[config.mk]
export PLATFORM = sky130hd
export DESIGN_NAME = cpu_util_request_with_iowait_boost_flat
export DESIGN_NICKNAME = d
export VERILOG_FILES = /design/src/design/cur_pkg.sv /design/src/design/cur_req_if.sv /design/src/design/cur_rsp_if.sv /design/src/design/cpu_util_request_with_iowait_boost.sv /design/src/design/cur_ram.sv /design/src/design/cur_div.sv /design/src/design/cur_state.sv /design/src/flat_wrapper.sv
export SDC_FILE = /design/constraint.sdc
export NUM_CORES = 2
export LEC_CHECK = 0
export BUFFER_PORTS_ARGS = -buffer_cell sky130_fd_sc_hd__clkbuf_2
export CORE_MARGIN = 5
export CORE_UTILIZATION = 25
export CTS_CLUSTER_DIAMETER = 30
export DETAILED_ROUTE_END_ITERATION = 6
export SETUP_SLACK_MARGIN = 0.4
export SLEW_MARGIN = 20
export SYNTH_ARGS = -nofsm -noshare
export SYNTH_HDL_FRONTEND = slang
export SYNTH_HIERARCHICAL = 1
export SYNTH_SLANG_ARGS = --single-unit
[constraint.sdc]
create_clock -name clk -period 9.9 [get_ports clk]
set_input_delay 0.99 -clock clk [delete_from_list [all_inputs] [get_ports clk]]
set_output_delay 0.99 -clock clk [all_outputs]
set_load 0.1 [all_outputs]
[src/design/cur_pkg.sv]
package cur_pkg;

	// Field widths
	localparam int CPU_W   = 3;
	localparam int NUM_CPUS = 1 << CPU_W;
	localparam int TIME_W  = 63;
	localparam int UTIL_W  = 11;
	localparam int SUM_W   = UTIL_W + 2;
	localparam int TICK_W  = 30;
	localparam int CFG_W   = 30;
	localparam int CFG_IDX_W = 1;

	// Configuration register indexes
	localparam logic [CFG_IDX_W-1:0] CFG_HCAP = 1'd0;
	localparam logic [CFG_IDX_W-1:0] CFG_TICK = 1'd1;

	localparam logic [UTIL_W-1:0] HCAP_RST = 11'd1024;
	localparam logic [TICK_W-1:0] TICK_RST = 30'd4000000;

	// Request types
	localparam logic REQ_EVENT = 1'b0;
	localparam logic REQ_EVAL  = 1'b1;

	// Capacity scale and boost floor
	localparam int CAP_SHIFT = 10;
	localparam int CAPACITY_SCALE = 1 << CAP_SHIFT;
	localparam logic [UTIL_W-1:0] CAP_MAX   = UTIL_W'(CAPACITY_SCALE);
	localparam logic [UTIL_W-1:0] BOOST_MIN = UTIL_W'(CAPACITY_SCALE / 8);

	// Headroom: delta_t = (C*220)>>10, threshold = C*15/100
	localparam int HR_MUL   = 220;
	localparam int HR_SHIFT = 10;
	localparam int DT_W     = 9;
	localparam int THR_PCT  = 15;
	localparam int PCT_DIV  = 100;
	// C*15/100 as multiply by ceil(2^22/100); exact for C*15 below 43690
	localparam int THR_SH   = 22;
	localparam int THR_RCP  = ((1 << THR_SH) + PCT_DIV - 1) / PCT_DIV;
	localparam int THR_MUL  = THR_PCT * THR_RCP;
	localparam int THR_PW   = 31;

	// Divider sizes: numerator is delta_t times an 11-bit value
	localparam int DIV_NW = DT_W + UTIL_W;
	localparam int DIV_DW = UTIL_W;

	// One entry of per-cpu boost state
	typedef struct packed {
		logic [UTIL_W-1:0] level;
		logic              pend;
		logic [TIME_W-1:0] last;
	} cur_ent_t;

	localparam int ENT_W = $bits(cur_ent_t);

	typedef struct packed {
		logic              start;
		logic              req_type;
		logic [CPU_W-1:0]  cpu;
		logic [TIME_W-1:0] time_ns;
		logic              flag;
		logic [UTIL_W-1:0] cap;
	} cur_st_req_t;

	typedef struct packed {
		logic              done;
		logic [UTIL_W-1:0] boost;
	} cur_st_rsp_t;

endpackage

[src/design/cur_req_if.sv]
interface cur_req_if import cur_pkg::*; ();
	logic              valid;
	logic              ready;
	logic              req_type;
	logic [CPU_W-1:0]  cpu_index;
	logic [TIME_W-1:0] time_ns;
	logic              iowait_flag;
	logic [UTIL_W-1:0] util_cfs;
	logic [UTIL_W-1:0] util_rt;
	logic [UTIL_W-1:0] util_dl;
	logic [UTIL_W-1:0] cpu_capacity;

	modport source (
		output valid, req_type, cpu_index, time_ns, iowait_flag,
			util_cfs, util_rt, util_dl, cpu_capacity,
		input  ready
	);
	modport sink (
		input  valid, req_type, cpu_index, time_ns, iowait_flag,
			util_cfs, util_rt, util_dl, cpu_capacity,
		output ready
	);
endinterface

[src/design/cur_rsp_if.sv]
interface cur_rsp_if import cur_pkg::*; ();
	logic              valid;
	logic              ready;
	logic [CPU_W-1:0]  cpu_index_out;
	logic [UTIL_W-1:0] util_request;
	logic [UTIL_W-1:0] boost_util;

	modport source (
		output valid, cpu_index_out, util_request, boost_util,
		input  ready
	);
	modport sink (
		input  valid, cpu_index_out, util_request, boost_util,
		output ready
	);
endinterface

[src/design/cpu_util_request_with_iowait_boost.sv]
// channel  dir  handshake          beat
// req      in   req.valid/ready    req_type, cpu_index, time_ns, iowait_flag, utils, capacity
// rsp      out  rsp.valid/ready    cpu_index_out, util_request, boost_util (evaluate only)
// cfg      in   cfg_wen            cfg_idx, cfg_wdata
//
// Evaluate beat: two 20-step divisions in the shared radix-2 divider. Event beat:
// one read-modify-write of the boost memory (read, time compare, write-back, done).
// A new beat is accepted only once the previous one has finished.
// Reset clears control and the per-entry written bits and sets the config registers
// to their defaults; boost memory itself is not cleared, unwritten entries read as zero.
// A result waits in the output register while the next beat is accepted;
// a finished evaluate holds in its last state until that register is free.
module cpu_util_request_with_iowait_boost import cur_pkg::*; (
	input  logic                 clk,
	input  logic                 arst_n,
	cur_req_if.sink              req,
	cur_rsp_if.source            rsp,
	input  logic                 cfg_wen,
	input  logic [CFG_IDX_W-1:0] cfg_idx,
	input  logic [CFG_W-1:0]     cfg_wdata
);
	localparam int ST_W = 4;
	localparam logic [ST_W-1:0] ST_IDLE  = 4'd0;
	localparam logic [ST_W-1:0] ST_EVT   = 4'd1;
	localparam logic [ST_W-1:0] ST_PREP  = 4'd2;
	localparam logic [ST_W-1:0] ST_MULH  = 4'd3;
	localparam logic [ST_W-1:0] ST_GOH   = 4'd4;
	localparam logic [ST_W-1:0] ST_WAITH = 4'd5;
	localparam logic [ST_W-1:0] ST_GOA   = 4'd6;
	localparam logic [ST_W-1:0] ST_WAITA = 4'd7;
	localparam logic [ST_W-1:0] ST_FIN   = 4'd8;
	localparam logic [ST_W-1:0] ST_OUT   = 4'd9;

	localparam int HR_W = DIV_NW + 1;

	logic [ST_W-1:0]   state_q;
	logic              ovld_q;
	logic              bst_rdy_q;

	logic [UTIL_W-1:0] hcap_q;
	logic [TICK_W-1:0] tick_q;
	logic [UTIL_W-1:0] thr_q;
	logic [DT_W-1:0]   dt_q;
	logic [UTIL_W-1:0] hden_q;

	logic [CPU_W-1:0]  cpu_q;
	logic [UTIL_W-1:0] cap_q;
	logic [SUM_W-1:0]  sum_q;
	logic [UTIL_W-1:0] capped_q;
	logic [UTIL_W-1:0] delta_q;
	logic [DIV_NW-1:0] prod_q;
	logic [DIV_NW-1:0] h_q;
	logic [DIV_NW-1:0] a_q;
	logic [UTIL_W-1:0] bst_q;
	logic [UTIL_W-1:0] req_q;
	logic [CPU_W-1:0]  o_cpu_q;
	logic [UTIL_W-1:0] o_req_q;
	logic [UTIL_W-1:0] o_bst_q;

	logic              accept;
	logic              out_free;
	cur_st_req_t       sreq;
	cur_st_rsp_t       srsp;
	logic              div_start;
	logic [DIV_DW-1:0] div_den;
	logic              div_busy;
	logic              div_done;
	logic [DIV_NW-1:0] div_quo;

	logic [THR_PW-1:0] thr_prod;
	logic [UTIL_W+8-1:0] dt_prod;
	logic [SUM_W-1:0]  util;
	logic [UTIL_W-1:0] util_c;
	logic [UTIL_W-1:0] capped;
	logic [DIV_NW-1:0] hsel;
	logic [HR_W-1:0]   hr;
	logic [HR_W-1:0]   mx;

	assign req.ready = state_q == ST_IDLE;
	assign accept    = req.valid && req.ready;
	assign out_free  = !ovld_q || rsp.ready;

	assign sreq.start    = accept;
	assign sreq.req_type = req.req_type;
	assign sreq.cpu      = req.cpu_index;
	assign sreq.time_ns  = req.time_ns;
	assign sreq.flag     = req.iowait_flag;
	assign sreq.cap      = req.cpu_capacity;

	cur_state u_state (
		.clk    (clk),
		.arst_n (arst_n),
		.sreq   (sreq),
		.tick   (tick_q),
		.srsp   (srsp)
	);

	assign div_start = state_q == ST_GOH || state_q == ST_GOA;
	assign div_den   = (state_q == ST_GOH) ? hden_q : thr_q;

	cur_div u_div (
		.clk    (clk),
		.arst_n (arst_n),
		.start  (div_start),
		.num    (prod_q),
		.den    (div_den),
		.busy   (div_busy),
		.done   (div_done),
		.quo    (div_quo)
	);

	// Headroom constants follow the config register
	assign thr_prod = THR_PW'(hcap_q) * THR_PW'(THR_MUL);
	assign dt_prod  = (UTIL_W+8)'(hcap_q) * (UTIL_W+8)'(HR_MUL);

	always_comb begin
		util   = sum_q;
		if (util > {2'b0, cap_q}) begin
			util = {2'b0, cap_q};
		end
		util_c = (util > {2'b0, CAP_MAX}) ? CAP_MAX : util[UTIL_W-1:0];
		capped = (util_c < hcap_q) ? util_c : hcap_q;
	end

	always_comb begin
		hsel = (thr_q != '0 && a_q < h_q) ? a_q : h_q;
		hr   = (hden_q == '0) ? HR_W'(capped_q) : HR_W'(capped_q) + HR_W'(hsel);
		mx   = (HR_W'(bst_q) > hr) ? HR_W'(bst_q) : hr;
	end

	always_ff @(posedge clk or negedge arst_n) begin
		if (!arst_n) begin
			hcap_q <= HCAP_RST;
			tick_q <= TICK_RST;
		end else if (cfg_wen) begin
			case (cfg_idx)
				CFG_HCAP: hcap_q <= cfg_wdata[UTIL_W-1:0];
				CFG_TICK: tick_q <= cfg_wdata[TICK_W-1:0];
				default: ;
			endcase
		end
	end

	always_ff @(posedge clk) begin
		thr_q  <= UTIL_W'(thr_prod >> THR_SH);
		dt_q   <= DT_W'(dt_prod >> HR_SHIFT);
		hden_q <= hcap_q - thr_q;
	end

	always_ff @(posedge clk or negedge arst_n) begin
		if (!arst_n) begin
			state_q   <= ST_IDLE;
			ovld_q    <= 1'b0;
			bst_rdy_q <= 1'b0;
		end else begin
			if (accept) begin
				bst_rdy_q <= 1'b0;
			end else if (srsp.done) begin
				bst_rdy_q <= 1'b1;
			end
			if (state_q == ST_OUT && out_free) begin
				ovld_q <= 1'b1;
			end else if (rsp.ready) begin
				ovld_q <= 1'b0;
			end
			case (state_q)
				ST_IDLE:  if (accept) begin
					state_q <= (req.req_type == REQ_EVAL) ? ST_PREP : ST_EVT;
				end
				ST_EVT:   if (srsp.done) begin
					state_q <= ST_IDLE;
				end
				ST_PREP:  state_q <= ST_MULH;
				ST_MULH:  state_q <= ST_GOH;
				ST_GOH:   state_q <= ST_WAITH;
				ST_WAITH: if (div_done) begin
					state_q <= ST_GOA;
				end
				ST_GOA:   state_q <= ST_WAITA;
				ST_WAITA: if (div_done) begin
					state_q <= ST_FIN;
				end
				ST_FIN:   if (bst_rdy_q) begin
					state_q <= ST_OUT;
				end
				ST_OUT:   if (out_free) begin
					state_q <= ST_IDLE;
				end
				default:  state_q <= ST_IDLE;
			endcase
		end
	end

	always_ff @(posedge clk) begin
		if (accept) begin
			cpu_q <= req.cpu_index;
			cap_q <= req.cpu_capacity;
			sum_q <= SUM_W'(req.util_cfs) + SUM_W'(req.util_rt) + SUM_W'(req.util_dl);
		end
		if (srsp.done) begin
			bst_q <= srsp.boost;
		end
		if (state_q == ST_PREP) begin
			capped_q <= capped;
			delta_q  <= hcap_q - capped;
		end
		if (state_q == ST_MULH) begin
			prod_q <= dt_q * delta_q;
		end
		if (state_q == ST_WAITH && div_done) begin
			h_q    <= div_quo;
			prod_q <= dt_q * capped_q;
		end
		if (state_q == ST_WAITA && div_done) begin
			a_q <= div_quo;
		end
		if (state_q == ST_FIN) begin
			req_q <= (mx > HR_W'(cap_q)) ? cap_q : mx[UTIL_W-1:0];
		end
		if (state_q == ST_OUT && out_free) begin
			o_cpu_q <= cpu_q;
			o_req_q <= req_q;
			o_bst_q <= bst_q;
		end
	end

	assign rsp.valid         = ovld_q;
	assign rsp.cpu_index_out = o_cpu_q;
	assign rsp.util_request  = o_req_q;
	assign rsp.boost_util    = o_bst_q;

	a_load_from_out: assert property (@(posedge clk) disable iff (!arst_n)
		$rose(ovld_q) |-> $past(state_q == ST_OUT))
		else $error("result beat raised outside the output state");

	a_idle_div: assert property (@(posedge clk) disable iff (!arst_n)
		accept |-> !div_busy)
		else $error("beat accepted while divider busy");
endmodule

[src/design/cur_ram.sv]
module cur_ram #(
	parameter int WIDTH = 8,
	parameter int DEPTH = 8
) (
	input  logic                     clk,
	input  logic                     we,
	input  logic [$clog2(DEPTH)-1:0] waddr,
	input  logic [WIDTH-1:0]         wdata,
	input  logic                     re,
	input  logic [$clog2(DEPTH)-1:0] raddr,
	output logic [WIDTH-1:0]         rdata
);
	logic [WIDTH-1:0] mem [DEPTH];

	always_ff @(posedge clk) begin
		if (we) begin
			mem[waddr] <= wdata;
		end
		if (re) begin
			rdata <= mem[raddr];
		end
	end
endmodule

[src/design/cur_div.sv]
module cur_div import cur_pkg::*; (
	input  logic              clk,
	input  logic              arst_n,
	input  logic              start,
	input  logic [DIV_NW-1:0] num,
	input  logic [DIV_DW-1:0] den,
	output logic              busy,
	output logic              done,
	output logic [DIV_NW-1:0] quo
);
	localparam int CNT_W = $clog2(DIV_NW + 1);

	logic              busy_q;
	logic [CNT_W-1:0]  cnt_q;
	logic [DIV_DW-1:0] rem_q;
	logic [DIV_DW-1:0] den_q;
	logic [DIV_NW-1:0] nq_q;

	logic [DIV_DW:0]   sh;
	logic [DIV_DW:0]   dif;
	logic              ge;

	// Restoring radix-2 step: quotient bits shift in where numerator bits leave
	always_comb begin
		sh  = {rem_q, nq_q[DIV_NW-1]};
		dif = sh - {1'b0, den_q};
		ge  = sh >= {1'b0, den_q};
	end

	always_ff @(posedge clk or negedge arst_n) begin
		if (!arst_n) begin
			busy_q <= 1'b0;
			cnt_q  <= '0;
		end else if (start) begin
			busy_q <= 1'b1;
			cnt_q  <= CNT_W'(DIV_NW);
		end else if (busy_q) begin
			if (cnt_q != '0) begin
				cnt_q <= cnt_q - 1'b1;
			end else begin
				busy_q <= 1'b0;
			end
		end
	end

	always_ff @(posedge clk) begin
		if (start) begin
			rem_q <= '0;
			den_q <= den;
			nq_q  <= num;
		end else if (busy_q && cnt_q != '0) begin
			rem_q <= ge ? dif[DIV_DW-1:0] : sh[DIV_DW-1:0];
			nq_q  <= {nq_q[DIV_NW-2:0], ge};
		end
	end

	assign busy = busy_q;
	assign done = busy_q && cnt_q == '0;
	assign quo  = nq_q;

	a_no_restart: assert property (@(posedge clk) disable iff (!arst_n)
		start |-> !busy_q)
		else $error("divider restarted while busy");

	a_done_ends: assert property (@(posedge clk) disable iff (!arst_n)
		done && !start |=> !busy_q)
		else $error("divider still busy after done");
endmodule

[src/design/cur_state.sv]
module cur_state import cur_pkg::*; (
	input  logic              clk,
	input  logic              arst_n,
	input  cur_st_req_t       sreq,
	input  logic [TICK_W-1:0] tick,
	output cur_st_rsp_t       srsp
);
	logic [NUM_CPUS-1:0] vld_q;
	logic                v_s1, v_s2, v_s3;

	cur_st_req_t       rq_s1, rq_s2;
	logic              rv_s1;
	cur_ent_t          ent_s2;
	logic              newer_s2;
	logic [TIME_W-1:0] diff_s2;
	logic [UTIL_W-1:0] lvl_s3;
	logic [UTIL_W-1:0] cap_s3;

	logic [ENT_W-1:0]  ram_rd;
	cur_ent_t          ent_s1;
	logic [TIME_W:0]   sub_s1;
	cur_ent_t          ent_new;
	logic              to_s2;
	logic              lvl_nz;
	logic [UTIL_W:0]   dbl;
	logic [UTIL_W-1:0] half;
	logic [2*UTIL_W-1:0] prod_s3;

	cur_ram #(.WIDTH(ENT_W), .DEPTH(NUM_CPUS)) u_ram (
		.clk   (clk),
		.we    (v_s2),
		.waddr (rq_s2.cpu),
		.wdata (ent_new),
		.re    (sreq.start),
		.raddr (sreq.cpu),
		.rdata (ram_rd)
	);

	// Entry never written reads as the reset state
	always_comb begin
		ent_s1 = rv_s1 ? cur_ent_t'(ram_rd) : '0;
		sub_s1 = {1'b0, rq_s1.time_ns} - {1'b0, ent_s1.last};
	end

	always_comb begin
		to_s2  = newer_s2 && (diff_s2[TIME_W-1:TICK_W] != '0 || diff_s2[TICK_W-1:0] > tick);
		lvl_nz = ent_s2.level != '0;
		dbl    = {ent_s2.level, 1'b0};
		half   = ent_s2.level >> 1;
		ent_new = ent_s2;
		if (rq_s2.req_type == REQ_EVENT) begin
			ent_new.last = rq_s2.time_ns;
			if (lvl_nz && to_s2) begin
				ent_new.level = rq_s2.flag ? BOOST_MIN : '0;
				ent_new.pend  = rq_s2.flag;
			end else if (rq_s2.flag && !ent_s2.pend) begin
				ent_new.pend = 1'b1;
				if (!lvl_nz) begin
					ent_new.level = BOOST_MIN;
				end else if (dbl > {1'b0, CAP_MAX}) begin
					ent_new.level = CAP_MAX;
				end else begin
					ent_new.level = dbl[UTIL_W-1:0];
				end
			end
		end else if (lvl_nz) begin
			// evaluate: zero on timeout, else decay unless an event is pending, drop below the floor
			ent_new.pend = 1'b0;
			if (to_s2) begin
				ent_new.level = '0;
			end else if (!ent_s2.pend) begin
				ent_new.level = (half < BOOST_MIN) ? '0 : half;
			end
		end
	end

	always_ff @(posedge clk or negedge arst_n) begin
		if (!arst_n) begin
			v_s1  <= 1'b0;
			v_s2  <= 1'b0;
			v_s3  <= 1'b0;
			vld_q <= '0;
		end else begin
			v_s1 <= sreq.start;
			v_s2 <= v_s1;
			v_s3 <= v_s2;
			if (v_s2) begin
				vld_q[rq_s2.cpu] <= 1'b1;
			end
		end
	end

	always_ff @(posedge clk) begin
		if (sreq.start) begin
			rq_s1 <= sreq;
			rv_s1 <= vld_q[sreq.cpu];
		end
		rq_s2    <= rq_s1;
		ent_s2   <= ent_s1;
		newer_s2 <= !sub_s1[TIME_W] && sub_s1[TIME_W-1:0] != '0;
		diff_s2  <= sub_s1[TIME_W-1:0];
		lvl_s3   <= ent_new.level;
		cap_s3   <= rq_s2.cap;
	end

	assign prod_s3 = lvl_s3 * cap_s3;

	assign srsp.done  = v_s3;
	assign srsp.boost = prod_s3[CAP_SHIFT+UTIL_W-1:CAP_SHIFT];

	a_one_in_flight: assert property (@(posedge clk) disable iff (!arst_n)
		sreq.start |-> !(v_s1 || v_s2 || v_s3))
		else $error("state update started while another is in flight");

	a_vld_after_wr: assert property (@(posedge clk) disable iff (!arst_n)
		v_s2 |=> vld_q[$past(rq_s2.cpu)])
		else $error("entry not marked written after write-back");
endmodule
[src/flat_wrapper.sv]
// flat-port wrapper written by rule: the top's interface ports become plain ports
module cpu_util_request_with_iowait_boost_flat import cur_pkg::*;
  (clk, arst_n, cfg_wen, cfg_idx, cfg_wdata, req_valid, req_req_type, req_cpu_index, req_time_ns, req_iowait_flag, req_util_cfs, req_util_rt, req_util_dl, req_cpu_capacity, req_ready, rsp_valid, rsp_cpu_index_out, rsp_util_request, rsp_boost_util, rsp_ready);
  cur_req_if req_i ();
  cur_rsp_if rsp_i ();
  input  logic clk;
  input  logic arst_n;
  input  logic cfg_wen;
  input  logic [CFG_IDX_W-1:0] cfg_idx;
  input  logic [CFG_W-1:0] cfg_wdata;
  input wire logic [$bits(req_i.valid)-1:0] req_valid;
  input wire logic [$bits(req_i.req_type)-1:0] req_req_type;
  input wire logic [$bits(req_i.cpu_index)-1:0] req_cpu_index;
  input wire logic [$bits(req_i.time_ns)-1:0] req_time_ns;
  input wire logic [$bits(req_i.iowait_flag)-1:0] req_iowait_flag;
  input wire logic [$bits(req_i.util_cfs)-1:0] req_util_cfs;
  input wire logic [$bits(req_i.util_rt)-1:0] req_util_rt;
  input wire logic [$bits(req_i.util_dl)-1:0] req_util_dl;
  input wire logic [$bits(req_i.cpu_capacity)-1:0] req_cpu_capacity;
  output wire logic [$bits(req_i.ready)-1:0] req_ready;
  output wire logic [$bits(rsp_i.valid)-1:0] rsp_valid;
  output wire logic [$bits(rsp_i.cpu_index_out)-1:0] rsp_cpu_index_out;
  output wire logic [$bits(rsp_i.util_request)-1:0] rsp_util_request;
  output wire logic [$bits(rsp_i.boost_util)-1:0] rsp_boost_util;
  input wire logic [$bits(rsp_i.ready)-1:0] rsp_ready;
  assign req_i.valid = req_valid;
  assign req_i.req_type = req_req_type;
  assign req_i.cpu_index = req_cpu_index;
  assign req_i.time_ns = req_time_ns;
  assign req_i.iowait_flag = req_iowait_flag;
  assign req_i.util_cfs = req_util_cfs;
  assign req_i.util_rt = req_util_rt;
  assign req_i.util_dl = req_util_dl;
  assign req_i.cpu_capacity = req_cpu_capacity;
  assign req_ready = req_i.ready;
  assign rsp_valid = rsp_i.valid;
  assign rsp_cpu_index_out = rsp_i.cpu_index_out;
  assign rsp_util_request = rsp_i.util_request;
  assign rsp_boost_util = rsp_i.boost_util;
  assign rsp_i.ready = rsp_ready;
  cpu_util_request_with_iowait_boost u_core (.clk(clk), .arst_n(arst_n), .req(req_i), .rsp(rsp_i), .cfg_wen(cfg_wen), .cfg_idx(cfg_idx), .cfg_wdata(cfg_wdata));
endmodule
======== Word-level counts from Yosys, hierarchy flattened ========
Memories as Yosys holds them, arrays and structs flattened. A register that Yosys moved wholly into a read port is not among the register bits.
Cells that the tools add are included.
storage, ports and cells
  bits in registers ....................... 597
  bits in latches ......................... 0
  memory bits (writable) .................. 600
  memory bits (read-only) ................. 0
  input port bits ......................... 148
  word-level logic and storage cells ...... 176
  memories ................................ 1
memory list
  memory                    depth  bits a word  rd ports  clocked after Yosys merged registers in  write ports  line           text
  u_core.u_state.u_ram.mem  8      75           1         1                                        1            cur_ram.sv:13  logic [WIDTH-1:0] mem [DEPTH];
cells by class
  add/sub/neg operators ................... 8
  $mul .................................... 5
  div/mod/pow operators ................... 0
  magnitude comparators ................... 13
  equality and inequality tests ........... 15
  shift operators ......................... 0
  multiplexer cells ....................... 49
  bitwise logic cells ..................... 2
  reduce and logical (&&, ||, !) cells .... 36
operator list
  cell                                                                    count
  63-bit 2-to-1 mux                                                       2
  20-bit 2-to-1 mux                                                       5
  11-bit 2-to-1 mux                                                       8
  63-bit by 63-bit subtractor with 64-bit output                          1
  63-bit nonzero test                                                     1
  12-bit 2-to-1 mux                                                       4
  21-bit 2-to-1 mux                                                       2
  9-bit by 11-bit multiplier with 20-bit output                           2
  4-bit case mux with 10 select lines                                     1
  33-bit nonzero test                                                     1
  30-bit > comparator                                                     1
  11-bit by 17-bit multiplier with 28-bit output (second input constant)  1
  4-bit 2-to-1 mux                                                        6
  11-bit nonzero test                                                     2
  11-bit subtractor                                                       2
  11-bit by 20-bit adder with 21-bit output                               1
  11-bit by 21-bit > comparator with 1-bit output                         1
  21-bit by 11-bit > comparator with 1-bit output                         1
  11-bit by 11-bit multiplier with 21-bit output                          1
  20-bit less-than comparator                                             1
  11-bit by 6-bit multiplier with 17-bit output (second input constant)   1
  4-bit by 3-bit equality test with 1-bit output (second input constant)  4
  5-bit 2-to-1 mux                                                        3
  13-bit by 11-bit adder with 13-bit output                               1
  36 further kinds                                                        75

======== Longest topological paths before layout ========
  word-level depth ........................ 9
  mapped depth ............................ 42
  mapped depth without buffers ............ 37

======== Hierarchy ========
The synthesis kept the hierarchy.
by module, submodules not included
  module                              instances  cells an instance  area an instance (um^2)
  cur_ram                             1          955                24800.0
  cpu_util_request_with_iowait_boost  1          2108               21794.7
  cur_state                           1          1882               18420.2
  cur_div                             1          228                2638.8

======== Worst setup path before layout ========
OpenSTA, ideal clock, no wires.
  path type ............................... reg-to-reg
  from .................................... reg u_core.state_q[2]
  to ...................................... reg u_core.u_state.v_s1
  arrival ................................. 7.919 ns
  required time ........................... 9.330 ns
  slack ................................... 1.410 ns
  cell stages (with the launch flop) ...... 4
  clock period less this slack ............ 8.490 ns
  path through ............................ dfrtp_1 clkbuf_1 nor4_1 and2_1
between the ends
  cells in the longest elaborated chain, start to end .. 2
RTL lines
  what                    line                                       text
  start, declared         cpu_util_request_with_iowait_boost.sv:36   logic [ST_W-1:0] state_q;
  start signal, assigned  cpu_util_request_with_iowait_boost.sv:168  state_q <= (req.req_type == REQ_EVAL) ? ST_PREP : ST_EVT;
  4-bit logical NOT       cpu_util_request_with_iowait_boost.sv:79   assign req.ready = state_q == ST_IDLE;
  via req_ready           flat_wrapper.sv:20                         output wire logic [$bits(req_i.ready)-1:0] req_ready;
  1-bit logical AND       cpu_util_request_with_iowait_boost.sv:80   assign accept = req.valid && req.ready;
  via u_core.accept       cpu_util_request_with_iowait_boost.sv:60   logic accept;
  end signal, assigned    cur_state.sv:84                            v_s1 <= sreq.start;
  end, declared           cur_state.sv:9                             logic v_s1, v_s2, v_s3;
The timed path passes the listed nets, and every way through them passes these cells.
A chain may end at the register's enable or synchronous reset.

======== Worst setup path after layout ========
  from .................................... reg u_core.a_q[5]
  to ...................................... reg u_core.req_q[0] (data pin)
between the ends
  cells in the longest elaborated chain, start to end .. 9
RTL lines
  what                                             line                                       text
  start, declared                                  cpu_util_request_with_iowait_boost.sv:53   logic [DIV_NW-1:0] a_q;
  start signal, assigned                           cpu_util_request_with_iowait_boost.sv:215  a_q <= div_quo;
  20-bit less-than comparator                      cpu_util_request_with_iowait_boost.sv:126  hsel = (thr_q != '0 && a_q < h_q) ? a_q : h_q;
  1-bit logical AND                                cpu_util_request_with_iowait_boost.sv:126
  20-bit 2-to-1 mux *                              cpu_util_request_with_iowait_boost.sv:126
  11-bit by 20-bit adder with 21-bit output *      cpu_util_request_with_iowait_boost.sv:127  hr = (hden_q == '0) ? HR_W'(capped_q) : HR_W'(capped_q) + HR_W'(hsel);
  21-bit 2-to-1 mux *                              cpu_util_request_with_iowait_boost.sv:127
  11-bit by 21-bit > comparator with 1-bit output  cpu_util_request_with_iowait_boost.sv:128  mx = (HR_W'(bst_q) > hr) ? HR_W'(bst_q) : hr;
  21-bit 2-to-1 mux *                              cpu_util_request_with_iowait_boost.sv:128
  21-bit by 11-bit > comparator with 1-bit output  cpu_util_request_with_iowait_boost.sv:218  req_q <= (mx > HR_W'(cap_q)) ? cap_q : mx[UTIL_W-1:0];
  11-bit 2-to-1 mux *                              cpu_util_request_with_iowait_boost.sv:218
  end signal, assigned                             cpu_util_request_with_iowait_boost.sv:218
  end, declared                                    cpu_util_request_with_iowait_boost.sv:55   logic [UTIL_W-1:0] req_q;
Mark *: on every way between the ends. The rest lies on a longest branch, timed or not.

==> qor.txt <==
outcome: finished, violations left
violated checks: DRC
Inserted Clock Buffers: 193
# DRC: 3
post-route cell area: 79700 um2
global-route wire length before repair: 266 mm
Clk pin slew, worst setup/hold paths: 0.06 ns
gr usage total: 12.4%
PostCTS Resize Cnt: 0
initial antenna violation count: 25
DR iter-0 viols: 3348
clk_skew: 0.0739 ns
post-layout minimum cycle time: 8.82 ns
DRT Wirelength: 176 mm
Synth Area in Adders: 16.9%
Die X: 530 um
Vias/cell: 4.56
vias in the first global route: 43000
Worst setup SP type: flip-flop
Async S/R FF share, synth: 4.98%
pin count of the biggest net entering global routing: 65
Routed wire per std cell: 19.2 um
Layout area overhead: 17.8%
Slowest-stage cell, CP: a21boi_4
Final Hold Vio Count: 0
floorplan row count: 191
most frequent cells in the layout: edfxtp_1, inv_1, ha_1, nand2_1, fa_1
Pre-antenna DRT Iters: 7
Power Density: 371 nW/um2
max-slew violations: 0
Yosys warnings: 6
Max Buffers Root-to-Sink: 3
Req. time, crit path: 10.44 ns
Root Buffer: clkbuf_16
XOR/XNOR Fraction of Synth Area: 1.85%
FF-to-FF End: u_core/req_q[0]
Worst Setup EP: u_core/req_q[0]
main combinational cell family by area after synthesis: adder cells
Skew-Pair Late Insertion Delay: 0.82 ns
setup TNS: 0 ns
# IOs: 175
Worst Max-Slew Pin Slew: 1.16 ns
worst setup path startpoint: u_core/a_q[5]
max_cap viols: 0
Die H: 530 um
Initial Utilization: 25.1%
Total Power: 29.6 mW
crit path kind: flip-flop to flip-flop
postcts setup bufs: 0
Die ar.: 281000 um2
H-tree depth: 4
cell family with most CP delay: compound AO/OA/AOI/OAI gates
Lkg Pwr: 31.6 nW
R2R cell count: 36
crit-path max FO: 37
commonest non-fill, non-tap cell in the layout: edfxtp_1
fraction of layout cells with a size suffix above 1: 18.0%
Mapped Area: 67700 um2
clk sink count: 1286
CP endpoint kind: flip-flop
DP Area: 72700 um2
period utilisation layout: 89.1%
critical path's largest stage delay: 0.54 ns
RSZ-0062 raised after global routing: false
Setup-failing EPs final: 0
Fin Hold WS: 0.289 ns
Routed Antenna Nets: 0
#FFs+latches synth: 1286
cells after synthesis: 5173
VDD IR-drop max: 0.000615 V
Port Buf Inserts: 174
Distinct cells, synth: 98
vias after detailed routing: 41800
Critical Path AT: 9.36 ns
sequential fraction of the synthesis area: 52.5%
Worst path most repeated cell: o21ai_0
flop2flop setup slack: 1.08 ns
DP HPWL: 124 mm
TritonCTS clock tree: yes
EDFF count, synth: 942
Post-Synth Simple-Gate Area: 8.24%
hold_buf cts: 1
syn avg cell area: 13.1 um2
Worst Path Buf+Inv: 4
Max Clk Rate: 0.113 GHz
GR Overflow Total: 0
number of cells on the critical path: 36
Nets: 6303
core area: 270000 um2
RD Place Congestion: 0.898
compound-gate portion of the synthesized area: 6.73%
HP Class: flip-flop to flip-flop
reg2reg start: u_core/a_q[5]
syn nets: 6061
most common flop cell mapped by yosys: edfxtp_1
Max-Slew Margin vs Limit: 22.3%
post-synthesis mux area share: 9.39%
==> flip-flops by register name, summed over array words and instances (netlist names), 13 cells and up <==
| signal | flops |
|---|---|
| u_core/prod_q | 20 |
| u_core/h_q | 20 |
| u_core/sum_q | 13 |
| u_core/u_state/u_ram/rdata | 75 |
| u_core/u_state/ent_s2 | 64 |
| u_core/u_state/rq_s1 | 79 |
| u_core/u_state/rq_s2 | 79 |
| u_core/tick_q | 30 |
| u_core/u_state/u_ram/mem | 600 |
| u_core/u_state/diff_s2 | 63 |
| u_core/u_div/quo | 20 |
| u_core/a_q | 20 |
==> where the power goes <==
| part | switching (mW) | internal (mW) | total (mW) |
|---|---|---|---|
| registers | 0.661 | 7.15 | 7.81 |
| clock network | 2.75 | 4.29 | 7.03 |
| logic | 8.87 | 5.84 | 14.7 |
==> worst min-delay path by stage <==
stage                            start                       end  slack [ns]  cells after the start
2_1_floorplan  u_core/u_state/rq_s2[0]  u_core/u_state/cap_s3[0]        0.31                      0
3_3_place_gp   u_core/u_state/rq_s2[7]  u_core/u_state/cap_s3[7]        0.31                      0
3_5_place_dp   u_core/u_state/rq_s2[8]  u_core/u_state/cap_s3[8]        0.31                      0
4_1_cts                req_time_ns[26]  u_core/u_state/rq_s1[38]        0.25                      1
5_1_grt                req_time_ns[26]  u_core/u_state/rq_s1[38]        0.28                      1
6_report       u_core/u_state/rq_s1[2]   u_core/u_state/rq_s2[2]        0.29                      0
==> logic make-up after synthesis <==
| group | after synthesis |
|---|---|
| AO/OA/AOI/OAI | 683 |
| flip-flops | 1286 |
| adder cells (fa/ha/maj) | 740 |
| XOR/XNOR | 143 |
| AND/OR/NAND/NOR | 1153 |
| buffers and inverters | 753 |
| multiplexers | 415 |
==> cell usage after synthesis, types with 12 or more instances <==
master,count,share of area [%]
xor2_1,56,0.72
nor2_1,205,1.1
buf_2,20,0.15
nor2b_1,33,0.31
buf_6,15,0.25
a211oi_1,29,0.32
nand2b_1,24,0.22
o2111ai_1,12,0.16
nor3_1,63,0.47
dfxtp_1,280,8.3
o21a_1,35,0.39
mux2i_1,55,0.81
a21oi_1,177,1.3
ha_1,450,8.3
nand2_1,448,2.5
mux2_2,199,3.3
o21ai_1,13,0.096
buf_1,14,0.078
fa_1,290,8.6
inv_1,566,3.1
xnor2_1,87,1.1
a31oi_1,17,0.16
or3_1,18,0.17
mux4_2,152,5.1
nand4_1,40,0.37
clkbuf_1,134,0.74
o21bai_1,18,0.20
nor4_1,34,0.31
a21o_1,69,0.77
o21ai_0,151,1.1
nand3_1,49,0.36
edfxtp_1,942,42
and2_1,171,1.6
dfrtp_1,56,2.1
==> stage by stage <==
step | util [%] | worst slack (ns) | std cells
floorplan | - | 1.41 | 5173
global placement | 26.9 | 1.20 | 8789
detailed placement | 26.9 | 1.16 | 8789
CTS | 29.5 | 1.10 | 9157
global route | 29.5 | 0.515 | 9164
finish | 29.5 | 1.08 | 9166
==> cell type report <==
| type | count | area [um2] |
|---|---|---|
| Sequential cell | 1286 | 35500 |
| Inverter | 566 | 2120 |
| Clock inverter | 150 | 1870 |
| Timing Repair Buffer | 234 | 1350 |
| Antenna cell | 9 | 22.5 |
| Clock buffer | 217 | 5040 |
| Tap cell | 3570 | 4470 |
| Multi-Input combinational cell | 3134 | 29300 |
| Fill cell | 27200 | 190000 |
==> layer usage <==
metal	routed length [um]	GRT usage, %	vias up
li1	-	-	19100
met1	77200	16.5	21200
met2	82900	20.1	1285
met3	10100	2.09	299
met4	6020	4.67	0
met5	0	0	-
(Power assumes the default switching activity.)
